File: config.mk
export PLATFORM = sky130hd
export DESIGN_NAME = rational_fraction_alu
export DESIGN_NICKNAME = d
export VERILOG_FILES = /design/src/rtl/rfa_pkg.sv /design/src/rtl/rational_fraction_alu.sv /design/src/rtl/rfa_mul.sv /design/src/rtl/rfa_gcd.sv /design/src/rtl/rfa_div.sv
export SDC_FILE = /design/constraint.sdc
export NUM_CORES = 2
export LEC_CHECK = 0
export BUFFER_PORTS_ARGS = -buffer_cell sky130_fd_sc_hd__buf_2
export CORE_MARGIN = 2
export CORE_UTILIZATION = 55
export DETAILED_ROUTE_END_ITERATION = 10
export HOLD_SLACK_MARGIN = 0.06
export PLACE_DENSITY = 0.72
export REMOVE_ABC_BUFFERS = 1
export SETUP_SLACK_MARGIN = 0.3
export SYNTH_ARGS = -nofsm -noshare
export SYNTH_HDL_FRONTEND = slang
export SYNTH_SLANG_ARGS = --single-unit
export TNS_END_PERCENT = 50
File: constraint.sdc
create_clock -name clk -period 10.4 [get_ports clk]
set_clock_uncertainty 0.1 [all_clocks]
set_input_delay 2.08 -clock clk [delete_from_list [all_inputs] [get_ports clk]]
set_output_delay 2.08 -clock clk [all_outputs]
set_load 0.1 [all_outputs]
File: src/rtl/rfa_pkg.sv
// Shared types and constants for the rational fraction ALU.
// Request structs, operation codes, datapath widths and output saturation.
// Used by every module in rtl/.
package rfa_pkg;

  localparam int OPERAND_WIDTH = 16;
  localparam int PROD_W        = 2 * OPERAND_WIDTH;
  localparam int MAG_W         = 2 * OPERAND_WIDTH;
  localparam int CNT_W         = $clog2(MAG_W + 1);

  localparam int NUMER_W = 32;
  localparam int DENOM_W = 31;
  localparam int WHOLE_W = 32;
  localparam int REM_W   = 30;

  localparam logic signed [63:0] SAT_HI = 64'sh0000_0000_7FFF_FFFF;
  localparam logic signed [63:0] SAT_LO = 64'shFFFF_FFFF_8000_0000;
  localparam logic [63:0]        DEN_MAX = 64'h0000_0000_7FFF_FFFF;
  localparam logic [63:0]        REM_MAX = 64'h0000_0000_3FFF_FFFF;

  typedef enum logic [1:0] {
    CMD_ADD = 2'd0,
    CMD_SUB = 2'd1,
    CMD_MUL = 2'd2,
    CMD_DIV = 2'd3
  } cmd_t;

  typedef struct packed {
    logic signed [OPERAND_WIDTH-1:0] numer_a;
    logic signed [OPERAND_WIDTH-1:0] denom_a;
    logic signed [OPERAND_WIDTH-1:0] numer_b;
    logic signed [OPERAND_WIDTH-1:0] denom_b;
    cmd_t                            command;
  } in_req_t;

  typedef struct packed {
    logic signed [NUMER_W-1:0] result_numer;
    logic        [DENOM_W-1:0] result_denom;
    logic signed [WHOLE_W-1:0] whole_part;
    logic        [REM_W-1:0]   frac_remainder;
    logic                      error;
  } out_req_t;

  function automatic logic signed [NUMER_W-1:0] clamp_s32(input logic signed [63:0] x);
    if (x > SAT_HI) begin
      return 32'sh7FFF_FFFF;
    end else if (x < SAT_LO) begin
      return 32'sh8000_0000;
    end else begin
      return signed'(x[NUMER_W-1:0]);
    end
  endfunction

endpackage

File: src/rtl/rational_fraction_alu.sv
// Top level of the rational fraction ALU: sequencer, operand and result registers.
// Instantiates rfa_mul, rfa_gcd and rfa_div; types from rfa_pkg.
//
//   port group   dir  handshake           payload
//   in_          in   in_valid/in_ready   rfa_pkg::in_req_t  (two fractions, command)
//   out_         out  out_valid/out_ready rfa_pkg::out_req_t (reduced fraction, mixed form)
//
// An item goes from acceptance to out_valid through the multiplier states S_MUL0 to S_MUL3,
// S_FORM to form the fraction, the binary gcd steps, then three divisions (numerator and
// denominator by the gcd, whole part).
// An error result goes from S_IDLE straight to S_DONE, a zero result from S_FORM to S_DONE.
// in_ready is high only while the sequencer is idle; a finished result waits in the output
// register, so the next request is taken while out_ready is low.
// Reset is synchronous, active low, and clears the sequencer and out_valid.
module rational_fraction_alu (
  input  logic               clk,
  input  logic               rst_n,
  input  logic               in_valid,
  output logic               in_ready,
  input  rfa_pkg::in_req_t   in_data,
  output logic               out_valid,
  input  logic               out_ready,
  output rfa_pkg::out_req_t  out_data
);

  typedef enum logic [10:0] {
    S_IDLE = 11'b000_0000_0001,
    S_MUL0 = 11'b000_0000_0010,
    S_MUL1 = 11'b000_0000_0100,
    S_MUL2 = 11'b000_0000_1000,
    S_MUL3 = 11'b000_0001_0000,
    S_FORM = 11'b000_0010_0000,
    S_GCD  = 11'b000_0100_0000,
    S_DIVN = 11'b000_1000_0000,
    S_DIVD = 11'b001_0000_0000,
    S_DIVW = 11'b010_0000_0000,
    S_DONE = 11'b100_0000_0000
  } state_t;

  state_t                            state_r;
  rfa_pkg::in_req_t                  req_r;
  logic signed [rfa_pkg::PROD_W-1:0] t0_r;
  logic signed [rfa_pkg::PROD_W-1:0] t1_r;
  logic signed [rfa_pkg::PROD_W-1:0] t2_r;
  logic [rfa_pkg::MAG_W-1:0]         un_r;
  logic [rfa_pkg::MAG_W-1:0]         ud_r;
  logic                              neg_r;
  rfa_pkg::out_req_t                 res_r;
  rfa_pkg::out_req_t                 out_data_r;
  logic                              out_valid_r;

  logic signed [rfa_pkg::OPERAND_WIDTH-1:0] mul_a;
  logic signed [rfa_pkg::OPERAND_WIDTH-1:0] mul_b;
  logic signed [rfa_pkg::PROD_W-1:0]        prod;

  logic signed [rfa_pkg::PROD_W:0]   num_w;
  logic signed [rfa_pkg::PROD_W-1:0] den_w;
  logic signed [rfa_pkg::PROD_W:0]   num_abs;
  logic signed [rfa_pkg::PROD_W-1:0] den_abs;
  logic [rfa_pkg::MAG_W-1:0]         num_mag;
  logic [rfa_pkg::MAG_W-1:0]         den_mag;

  logic                      gcd_start;
  logic                      gcd_done;
  logic [rfa_pkg::MAG_W-1:0] gcd_val;
  logic                      div_start;
  logic                      div_done;
  logic [rfa_pkg::MAG_W-1:0] div_dividend;
  logic [rfa_pkg::MAG_W-1:0] div_divisor;
  logic [rfa_pkg::MAG_W-1:0] div_quot;
  logic [rfa_pkg::MAG_W-1:0] div_rem;

  logic                      in_bad;
  logic signed [63:0]        un_s;
  logic signed [63:0]        wh_s;
  rfa_pkg::out_req_t         fin_res;
  rfa_pkg::out_req_t         err_res;
  rfa_pkg::out_req_t         zero_res;

  rfa_mul u_mul (
    .clk    (clk),
    .op_a   (mul_a),
    .op_b   (mul_b),
    .prod_r (prod)
  );

  rfa_gcd u_gcd (
    .clk   (clk),
    .rst_n (rst_n),
    .start (gcd_start),
    .a_in  (num_mag),
    .b_in  (den_mag),
    .done  (gcd_done),
    .gcd   (gcd_val)
  );

  rfa_div u_div (
    .clk      (clk),
    .rst_n    (rst_n),
    .start    (div_start),
    .dividend (div_dividend),
    .divisor  (div_divisor),
    .done     (div_done),
    .quot     (div_quot),
    .remain   (div_rem)
  );

  assign in_ready  = (state_r == S_IDLE);
  assign out_valid = out_valid_r;
  assign out_data  = out_data_r;

  assign in_bad = (in_data.denom_a == '0) || (in_data.denom_b == '0) ||
                  ((in_data.command == rfa_pkg::CMD_DIV) && (in_data.numer_b == '0));

  always_comb begin
    unique case (state_r)
      S_MUL0: begin
        mul_a = req_r.numer_a;
        mul_b = (req_r.command == rfa_pkg::CMD_MUL) ? req_r.numer_b : req_r.denom_b;
      end
      S_MUL1: begin
        mul_a = req_r.numer_b;
        mul_b = req_r.denom_a;
      end
      default: begin
        mul_a = req_r.denom_a;
        mul_b = req_r.denom_b;
      end
    endcase
  end

  always_comb begin
    unique case (req_r.command)
      rfa_pkg::CMD_ADD: num_w = (rfa_pkg::PROD_W+1)'(t0_r) + (rfa_pkg::PROD_W+1)'(t1_r);
      rfa_pkg::CMD_SUB: num_w = (rfa_pkg::PROD_W+1)'(t0_r) - (rfa_pkg::PROD_W+1)'(t1_r);
      default:          num_w = (rfa_pkg::PROD_W+1)'(t0_r);
    endcase
    den_w   = (req_r.command == rfa_pkg::CMD_DIV) ? t1_r : t2_r;
    num_abs = num_w[rfa_pkg::PROD_W] ? -num_w : num_w;
    den_abs = den_w[rfa_pkg::PROD_W-1] ? -den_w : den_w;
    num_mag = num_abs[rfa_pkg::MAG_W-1:0];
    den_mag = den_abs[rfa_pkg::MAG_W-1:0];
  end

  assign gcd_start = (state_r == S_FORM) && (num_w != '0);

  always_comb begin
    unique case (state_r)
      S_GCD: begin
        div_dividend = un_r;
        div_divisor  = gcd_val;
      end
      S_DIVN: begin
        div_dividend = ud_r;
        div_divisor  = gcd_val;
      end
      default: begin
        div_dividend = un_r;
        div_divisor  = div_quot;
      end
    endcase
  end

  assign div_start = ((state_r == S_GCD) && gcd_done) ||
                     (((state_r == S_DIVN) || (state_r == S_DIVD)) && div_done);

  always_comb begin
    un_s = signed'(64'(un_r));
    wh_s = signed'(64'(div_quot));
    fin_res.result_numer   = rfa_pkg::clamp_s32(neg_r ? -un_s : un_s);
    fin_res.whole_part     = rfa_pkg::clamp_s32(neg_r ? -wh_s : wh_s);
    fin_res.result_denom   = (64'(ud_r) > rfa_pkg::DEN_MAX) ? '1 : rfa_pkg::DENOM_W'(ud_r);
    fin_res.frac_remainder = (64'(div_rem) > rfa_pkg::REM_MAX) ? '1 : rfa_pkg::REM_W'(div_rem);
    fin_res.error          = 1'b0;

    err_res       = '0;
    err_res.error = 1'b1;

    zero_res              = '0;
    zero_res.result_denom = rfa_pkg::DENOM_W'(1);
  end

  always_ff @(posedge clk) begin
    if (!rst_n) begin
      state_r     <= S_IDLE;
      out_valid_r <= 1'b0;
    end else begin
      if ((state_r == S_DONE) && (!out_valid_r || out_ready)) begin
        out_valid_r <= 1'b1;
      end else if (out_valid_r && out_ready) begin
        out_valid_r <= 1'b0;
      end
      unique case (state_r)
        S_IDLE: begin
          if (in_valid) begin
            state_r <= in_bad ? S_DONE : S_MUL0;
          end
        end
        S_MUL0: state_r <= S_MUL1;
        S_MUL1: state_r <= S_MUL2;
        S_MUL2: state_r <= S_MUL3;
        S_MUL3: state_r <= S_FORM;
        S_FORM: state_r <= (num_w == '0) ? S_DONE : S_GCD;
        S_GCD: begin
          if (gcd_done) begin
            state_r <= S_DIVN;
          end
        end
        S_DIVN: begin
          if (div_done) begin
            state_r <= S_DIVD;
          end
        end
        S_DIVD: begin
          if (div_done) begin
            state_r <= S_DIVW;
          end
        end
        S_DIVW: begin
          if (div_done) begin
            state_r <= S_DONE;
          end
        end
        S_DONE: begin
          if (!out_valid_r || out_ready) begin
            state_r <= S_IDLE;
          end
        end
        default: state_r <= S_IDLE;
      endcase
    end
  end

  always_ff @(posedge clk) begin
    if (in_valid && in_ready) begin
      req_r <= in_data;
      res_r <= err_res;
    end
    if (state_r == S_MUL1) begin
      t0_r <= prod;
    end
    if (state_r == S_MUL2) begin
      t1_r <= prod;
    end
    if (state_r == S_MUL3) begin
      t2_r <= prod;
    end
    if (state_r == S_FORM) begin
      un_r  <= num_mag;
      ud_r  <= den_mag;
      neg_r <= num_w[rfa_pkg::PROD_W] ^ den_w[rfa_pkg::PROD_W-1];
      res_r <= zero_res;
    end
    if ((state_r == S_DIVN) && div_done) begin
      un_r <= div_quot;
    end
    if ((state_r == S_DIVD) && div_done) begin
      ud_r <= div_quot;
    end
    if ((state_r == S_DIVW) && div_done) begin
      res_r <= fin_res;
    end
    if ((state_r == S_DONE) && (!out_valid_r || out_ready)) begin
      out_data_r <= res_r;
    end
  end

  a_busy_after_accept: assert property (@(posedge clk) disable iff (!rst_n)
    (in_valid && in_ready) |=> !in_ready)
    else $error("in_ready high right after an accepted request");

  a_error_clears_fields: assert property (@(posedge clk) disable iff (!rst_n)
    (out_valid && out_data.error) |->
      ((out_data.result_denom == '0) && (out_data.result_numer == '0)))
    else $error("error result carries a nonzero fraction");

  a_denom_nonzero: assert property (@(posedge clk) disable iff (!rst_n)
    (out_valid && !out_data.error) |-> (out_data.result_denom != '0))
    else $error("valid result with zero denominator");

  a_done_loads_output: assert property (@(posedge clk) disable iff (!rst_n)
    ((state_r == S_DONE) && !out_valid) |=> out_valid)
    else $error("finished request not moved to the output register");

endmodule

File: src/rtl/rfa_mul.sv
// Registered signed multiplier for the rational fraction ALU.
// One operand pair per cycle, product registered in the next cycle.
// Depends on rfa_pkg for widths.
module rfa_mul (
  input  logic                                     clk,
  input  logic signed [rfa_pkg::OPERAND_WIDTH-1:0] op_a,
  input  logic signed [rfa_pkg::OPERAND_WIDTH-1:0] op_b,
  output logic signed [rfa_pkg::PROD_W-1:0]        prod_r
);

  logic signed [rfa_pkg::PROD_W-1:0] a_ext;
  logic signed [rfa_pkg::PROD_W-1:0] b_ext;

  assign a_ext = rfa_pkg::PROD_W'(op_a);
  assign b_ext = rfa_pkg::PROD_W'(op_b);

  always_ff @(posedge clk) begin
    prod_r <= a_ext * b_ext;
  end

endmodule

File: src/rtl/rfa_gcd.sv
// Binary gcd unit for the rational fraction ALU.
// One shift or subtract step per cycle on two nonzero magnitudes.
// Depends on rfa_pkg for widths.
module rfa_gcd (
  input  logic                      clk,
  input  logic                      rst_n,
  input  logic                      start,
  input  logic [rfa_pkg::MAG_W-1:0] a_in,
  input  logic [rfa_pkg::MAG_W-1:0] b_in,
  output logic                      done,
  output logic [rfa_pkg::MAG_W-1:0] gcd
);

  logic [rfa_pkg::MAG_W-1:0] a_r;
  logic [rfa_pkg::MAG_W-1:0] b_r;
  logic [rfa_pkg::CNT_W-1:0] k_r;
  logic                      busy_r;
  logic                      done_r;
  logic                      a_gt_b;
  logic [rfa_pkg::MAG_W-1:0] diff;

  assign a_gt_b = a_r > b_r;
  assign diff   = a_gt_b ? (a_r - b_r) : (b_r - a_r);
  assign done   = done_r;
  assign gcd    = a_r << k_r;

  always_ff @(posedge clk) begin
    if (!rst_n) begin
      busy_r <= 1'b0;
      done_r <= 1'b0;
    end else begin
      done_r <= 1'b0;
      if (start) begin
        busy_r <= 1'b1;
      end else if (busy_r && a_r[0] && b_r[0] && (a_r == b_r)) begin
        busy_r <= 1'b0;
        done_r <= 1'b1;
      end
    end
  end

  always_ff @(posedge clk) begin
    if (start) begin
      a_r <= a_in;
      b_r <= b_in;
      k_r <= '0;
    end else if (busy_r) begin
      priority if (!a_r[0] && !b_r[0]) begin
        a_r <= a_r >> 1;
        b_r <= b_r >> 1;
        k_r <= k_r + 1'b1;
      end else if (!a_r[0]) begin
        a_r <= a_r >> 1;
      end else if (!b_r[0]) begin
        b_r <= b_r >> 1;
      end else if (a_r == b_r) begin
        a_r <= a_r;
      end else if (a_gt_b) begin
        a_r <= diff >> 1;
      end else begin
        b_r <= diff >> 1;
      end
    end
  end

endmodule

File: src/rtl/rfa_div.sv
// Restoring divider for the rational fraction ALU.
// One quotient bit per cycle; divisor must be nonzero.
// Depends on rfa_pkg for widths.
module rfa_div (
  input  logic                      clk,
  input  logic                      rst_n,
  input  logic                      start,
  input  logic [rfa_pkg::MAG_W-1:0] dividend,
  input  logic [rfa_pkg::MAG_W-1:0] divisor,
  output logic                      done,
  output logic [rfa_pkg::MAG_W-1:0] quot,
  output logic [rfa_pkg::MAG_W-1:0] remain
);

  logic [rfa_pkg::MAG_W-1:0] quo_r;
  logic [rfa_pkg::MAG_W-1:0] rem_r;
  logic [rfa_pkg::MAG_W-1:0] den_r;
  logic [rfa_pkg::CNT_W-1:0] cnt_r;
  logic                      busy_r;
  logic                      done_r;
  logic [rfa_pkg::MAG_W:0]   shifted;
  logic [rfa_pkg::MAG_W:0]   trial;
  logic                      fits;

  assign shifted = {rem_r, quo_r[rfa_pkg::MAG_W-1]};
  assign trial   = shifted - {1'b0, den_r};
  assign fits    = !trial[rfa_pkg::MAG_W];
  assign done    = done_r;
  assign quot    = quo_r;
  assign remain  = rem_r;

  always_ff @(posedge clk) begin
    if (!rst_n) begin
      busy_r <= 1'b0;
      done_r <= 1'b0;
    end else begin
      done_r <= 1'b0;
      if (start) begin
        busy_r <= 1'b1;
      end else if (busy_r && (cnt_r == rfa_pkg::CNT_W'(1))) begin
        busy_r <= 1'b0;
        done_r <= 1'b1;
      end
    end
  end

  always_ff @(posedge clk) begin
    if (start) begin
      quo_r <= dividend;
      rem_r <= '0;
      den_r <= divisor;
      cnt_r <= rfa_pkg::CNT_W'(rfa_pkg::MAG_W);
    end else if (busy_r) begin
      rem_r <= fits ? trial[rfa_pkg::MAG_W-1:0] : shifted[rfa_pkg::MAG_W-1:0];
      quo_r <= {quo_r[rfa_pkg::MAG_W-2:0], fits};
      cnt_r <= cnt_r - 1'b1;
    end
  end

endmodule
# Yosys cells after proc, flatten, opt, wreduce, memory -nomap -nowiden
# Cells that the tools add are included.
[word_totals]
reg_bits = 699
mem_count = 0
output_inout_bits = 128
ram_bits = 0
latch_bits = 0
wordCells = 194
in_bits = 70
mem_bits_ro = 0
[op_classes]
shifts = 1
n_reduce_logical = 48
order_cmp = 7
n_div = 0
muxes = 59
eq_ne = 28
bitwise = 2
addsub = 11
n_mul = 1
[op_table]
columns = ["operator", "count"]
rows = [
  ["two-way mux 32 bit", 31],
  ["two-way mux 126 bit", 3],
  ["> comparator 64 x 32 -> 1 bit, second input constant", 2],
  ["< comparator 64 x 32 -> 1 bit, second input constant", 2],
  ["two-way mux 64 bit", 2],
  ["negation 32 -> 64 bit", 2],
  ["one-hot mux 11 bit (11 select lines)", 1],
  ["two-way mux 11 bit", 8],
  ["one-hot mux 33 bit (2 select lines)", 1],
  ["negation 32 bit", 2],
  ["one-hot mux 16 bit (2 select lines)", 2],
  ["subtractor 32 bit", 2],
  ["zero test 16 bit", 3],
  ["adder 32 x 32 -> 33 bit", 1],
  ["zero test 33 bit", 1],
  ["nonzero test 33 bit", 1],
  ["subtractor 32 x 32 -> 33 bit", 1],
  ["subtractor 33 x 32 -> 33 bit", 1],
  ["== test 32 bit", 1],
  ["> comparator 32 x 30 -> 1 bit, second input constant", 1],
  ["> comparator 32 x 31 -> 1 bit, second input constant", 1],
  ["> comparator 32 bit", 1],
  ["multiplier 16 x 16 -> 32 bit", 1],
  ["<< shifter 32 x 6 -> 32 bit", 1],
  ["other kinds (35)", 85],
]

# Longest topological paths before layout
[depth]
word_depth = 9
ltp_mapped = 36
depth_no_buf = 34

# Hierarchy
# A second synthesis with hierarchy kept.
[hier_totals]
cells_unflattened = 5060
area_unflattened_um2 = 50658.6
[by_module_without_submodules]
columns = ["module", "area_each_um2", "seq_area_each_um2", "instances", "cells_per_inst"]
rows = [
  ["rational_fraction_alu", 25086.6, 14614.0, 1, 2230],
  ["rfa_mul", 10513.8, 640.6, 1, 1137],
  ["rfa_gcd", 8966.1, 2082.0, 1, 1091],
  ["rfa_div", 6092.1, 2722.6, 1, 602],
]

# Worst setup path before layout
# Ideal clock, no wire load.
[synth_timing]
path_kind = "register -> register"
from = "reg state_r[9]"
to = "reg u_mul.prod_r[31] (netlist name)"
arrival_time_ns = 9.237
path_buffers = 3
setup_slack_ns = 0.936
required_time_ns = 10.174
synth_period_minus_slack_ns = 9.464
setup_ns = 0.126
path_stages_with_launch = 34
cell_sequence = "dfxtp_1 clkbuf_1 nor2_1 nor4b_1 nand2_1 or3_1 nor3b_2 clkbuf_1 clkbuf_1 a221o_1 nand2_1 fa_1 inv_1 fa_1 inv_1 fa_1 inv_1 fa_1 fa_1 inv_1 fa_1 inv_1 ha_1 nand4_1 a211oi_1 o2111ai_1 a31o_2 o211a_1 a2111oi_0 o21a_1 o21a_1 o21ai_0 a21oi_1 a31oi_1"
[synth_via]
elab_chain_len = 3
elab_cells_between_ends = 5
classes_between = "mul: 1; eq/ne: 2; mux: 2"
[synth_rtl]
columns = ["element", "line_no", "rtl"]
rows = [
  ["start, declared", "rational_fraction_alu.sv:40", "state_t state_r;"],
  ["start signal, assigned", "rational_fraction_alu.sv:196", "state_r <= in_bad ? S_DONE : S_MUL0;"],
  ["start signal, assigned", "rational_fraction_alu.sv:203", "S_FORM: state_r <= (num_w == '0) ? S_DONE : S_GCD;"],
  ["== test 11 x 3 -> 1 bit or == test 11 x 2 -> 1 bit (tied branches)", "rational_fraction_alu.sv:116", "unique case (state_r)"],
  ["one-hot mux 16 bit (2 select lines)", "rational_fraction_alu.sv:116", ""],
  ["multiplier 16 x 16 -> 32 bit *", "rfa_mul.sv:18", "prod_r <= a_ext * b_ext;"],
  ["end signal, assigned", "rfa_mul.sv:18", ""],
  ["end, declared", "rfa_mul.sv:8", "output logic signed [rfa_pkg::PROD_W-1:0] prod_r"],
]
# Mark *: on every way between the ends. The rest lies on a longest branch, timed or not.
# A chain may end at the register's enable or synchronous reset.

# Worst setup path in the final report
[layout_timing]
from = "reg state_r[10]"
to = "reg u_mul.prod_r[31] (netlist name)"
# Same word-level chain as after synthesis.

==> impl_metrics.toml <==
[detailed_routing]
vias = 36550
antenna_left = 0
drc = 0
via_per_inst = 5.877
finalWirelength_mm = 131.6
detail_route.wl_per_cell_um = 21.16
drtPass1Iterations = 6
drt_iter0_drc = 2737

[clock_network]
clk_latency_ns = 0.66
root_buffer = "clkbuf_16"
cts_made_buffers = 75
clock-sinks = 699
cts_setup_buffers = 0
cts_max_level = 3
postCtsHoldBufs = 0
clk_path_buf_depth = 3
cts.clk_slew.worst_paths_ns = 0.06
cts_tree = "built"

[yosys]
synth_ff_type = "edfxtp_1"
synth_seq_cells = 699
synthArstFlopShare = 0
netlist_area_um2 = 49320
yosys-top-cells-area = "edfxtp_1, fa_1, ha_1"
synth_edf_count = 606
synthTopCellsByCount = "edfxtp_1, nor2_1, inv_1, nand2_1, a21oi_1"
synth_top_area_frac = 0.3690
syn_avg_cell_area_um2 = 10.10
synthCells = 4884
synth_cell_types = 104
yosys_warnings = 0
yosysSeqAreaShare = 0.4067
synth_top_area_cell = "edfxtp_1"
synth.most_common_cell = "edfxtp_1"

[timing]
relSlewSlack = 0.1809
setup_viol = 0
tightest_slew_ns = 1.229
hold_violations = 0
rsz0062_at_grt = "true"
tns_ns = 0
final_max_slew_viol_count = 0
max_freq_mhz = 106.3
period_needed_ns = 9.411
fin_ws_ns = 0.9892
period_share = 0.9049

[place]
placed_cells = 6082
gp_congestion = 0.9898
portBuffers = 197
dpl_worst_slack_ns = 0.6901
dp_hpwl_mm = 102.7

[die]
die_area_um2 = 92080
num_io_pins = 198
dieWidth_um = 303.4
start_util = 0.5563
die_h_um = 303.4
core_um2 = 88650
rows = 109

[power_and_ir_drop]
vdd_drop_max_mv = 0.6500
power_w = 0.01687
power_density_nw_per_um2 = 311.5
cellLeakagePower_nw = 21.96

[grt]
grt-ovfl-total = 0
grt_pass1_wl_mm = 204.5
first_global_vias = 36260
antenna_found_initial = 1
grt_use_total = 0.2884
grt_start_max_net_pins = 82

[setup_path]
cp_data_arrival_time_ns = 9.82
crit_path_end_kind = "flip-flop"
cp_slowest_stage_delay_ns = 0.57
r2r_start = "state_r[10]"
crit_fanout = 16
cp.required_ns = 10.81
cp_common_cell = "fa_1"
worst-setup-path-type = "flip-flop to flip-flop"
startpoint = "state_r[10]"
r2r_slack_ns = 0.99
cp_slowest_cell = "a2111oi_0"
start_kind = "flip-flop"

[cells_and_area]
antenna_cells = 0
syn2layout_area_growth_pct = 9.801
nets = 5550
multi_input_area_um2 = 26500
utilization = 0.6109
seq_area_um2 = 20060
drive_gt1_frac = 0.1155
instances_no_fill = 6220
nFillCells = 7329

[min_path]
hold_path.class = "flip-flop to flip-flop"
hold_start = "res_r[7]"

[outcome]
run_status = "complete, no violations"

[run]
cap_violations = 0
## cells in the final DEF, fill, tap and decap left out, types with 18 or more instances in the layout
cell type and n:
edfxtp_1 606, nor2_1 534, inv_1 485, nand2_1 428, a21oi_1 349, fa_1 266, o21ai_0 221, ha_1 220
buf_2 197, xnor2_1 186, mux2i_1 133, xor2_1 92, dfxtp_1 91, buf_4 90, nor3_1 79, clkbuf_16 76
a21o_1 70, and2_1 48, o31ai_1 47, nand3_1 44, a211oi_1 37, a221oi_2 36, a221oi_1 35, nand4_1 35
nand2b_1 33, o21a_1 30, nor2b_1 30, or3_1 29, a221o_1 29, a31oi_1 26, nor4_1 25, or4_1 23
o21bai_1 23, or2_2 22, a22o_1 21, o211ai_1 20, a21oi_2 19, mux4_2 18
## path summary, 6_finish.rpt
check / cells after the start / end
worst min-delay path: 0 / out_data[7]
worst max register to register: 30 / u_mul.prod_r[31]
worst min register to register: 0 / out_data[7]
worst max-delay path: 30 / u_mul.prod_r[31]
## power breakdown
group | internal (W) | switching [W]
sequential | 0.00344 | 0.000105
combinational | 0.00431 | 0.00620
clock | 0.00166 | 0.00116
total | 0.00941 | 0.00746
## critical path: cells and delay by family (launching register included)
kind	cells	cell delay [ns]
compound gates	11	2.82
fa+ha+maj	7	3.30
buf+inv	3	0.14
flops	1	0.34
simple gates	9	2.57
## layer usage
metal  share of wire  up-vias  global-route usage
met4           0.049        0              0.1341
met5               0        -                   0
met3           0.050      285             0.03455
met1            0.40    17720              0.3550
li1                -    17400                   -
met2            0.50     1156              0.5063
## kinds of logic (layout without fill, tap and decap cells)
group                    Yosys count  count (layout)  share of synthesized area
AO/OA/AOI/OAI                   1108            1108                     0.1527
XOR/XNOR                         280             280                    0.04988
adder cells (fa/ha/maj)          486             486                     0.1638
buffers and inverters            743             914                    0.05868
flip-flops                       699             699                     0.4067
multiplexers                     160             160                    0.03727
AND/OR/NAND/NOR                 1408            1408                     0.1309
## area by class of cell
| class | instances | area share |
|---|---|---|
| Tap cell | 1165 | 0.02692 |
| Timing Repair Buffer | 288 | 0.03089 |
| Inverter | 488 | 0.03390 |
| Sequential cell | 699 | 0.3705 |
| Clock inverter | 43 | 0.01091 |
| Clock buffer | 95 | 0.03755 |
| Multi-Input combinational cell | 3442 | 0.4894 |
## registers in the layout (all words and copies together), names as in the netlist, 32 cells and up
name,flops
t0_r,32
u_div.quot,32
u_div.remain,32
u_gcd.a_r,32
req_r,66
un_r,32
res_r,126
t1_r,32
u_gcd.b_r,32
u_mul.prod_r,32
ud_r,32
u_div.den_r,32
t2_r,32
out_data,126
## metrics by stage
stage | hold slack, ns | cell area (µm²)
finish | 0.3150 | 54150
global route | 0.3168 | 54150
CTS | 0.3170 | 54130
detailed placement | 0.3045 | 51510
global placement | 0.3010 | 51510
floorplan | 0.3003 | 48260
## timing repair
item                                   4_1_cts  5_1_grt
setup endpoints to repair                    0        2
endpoints found under the hold margin        0        0
resized for setup                            0        5
Power figures use the tool's default switching activity.
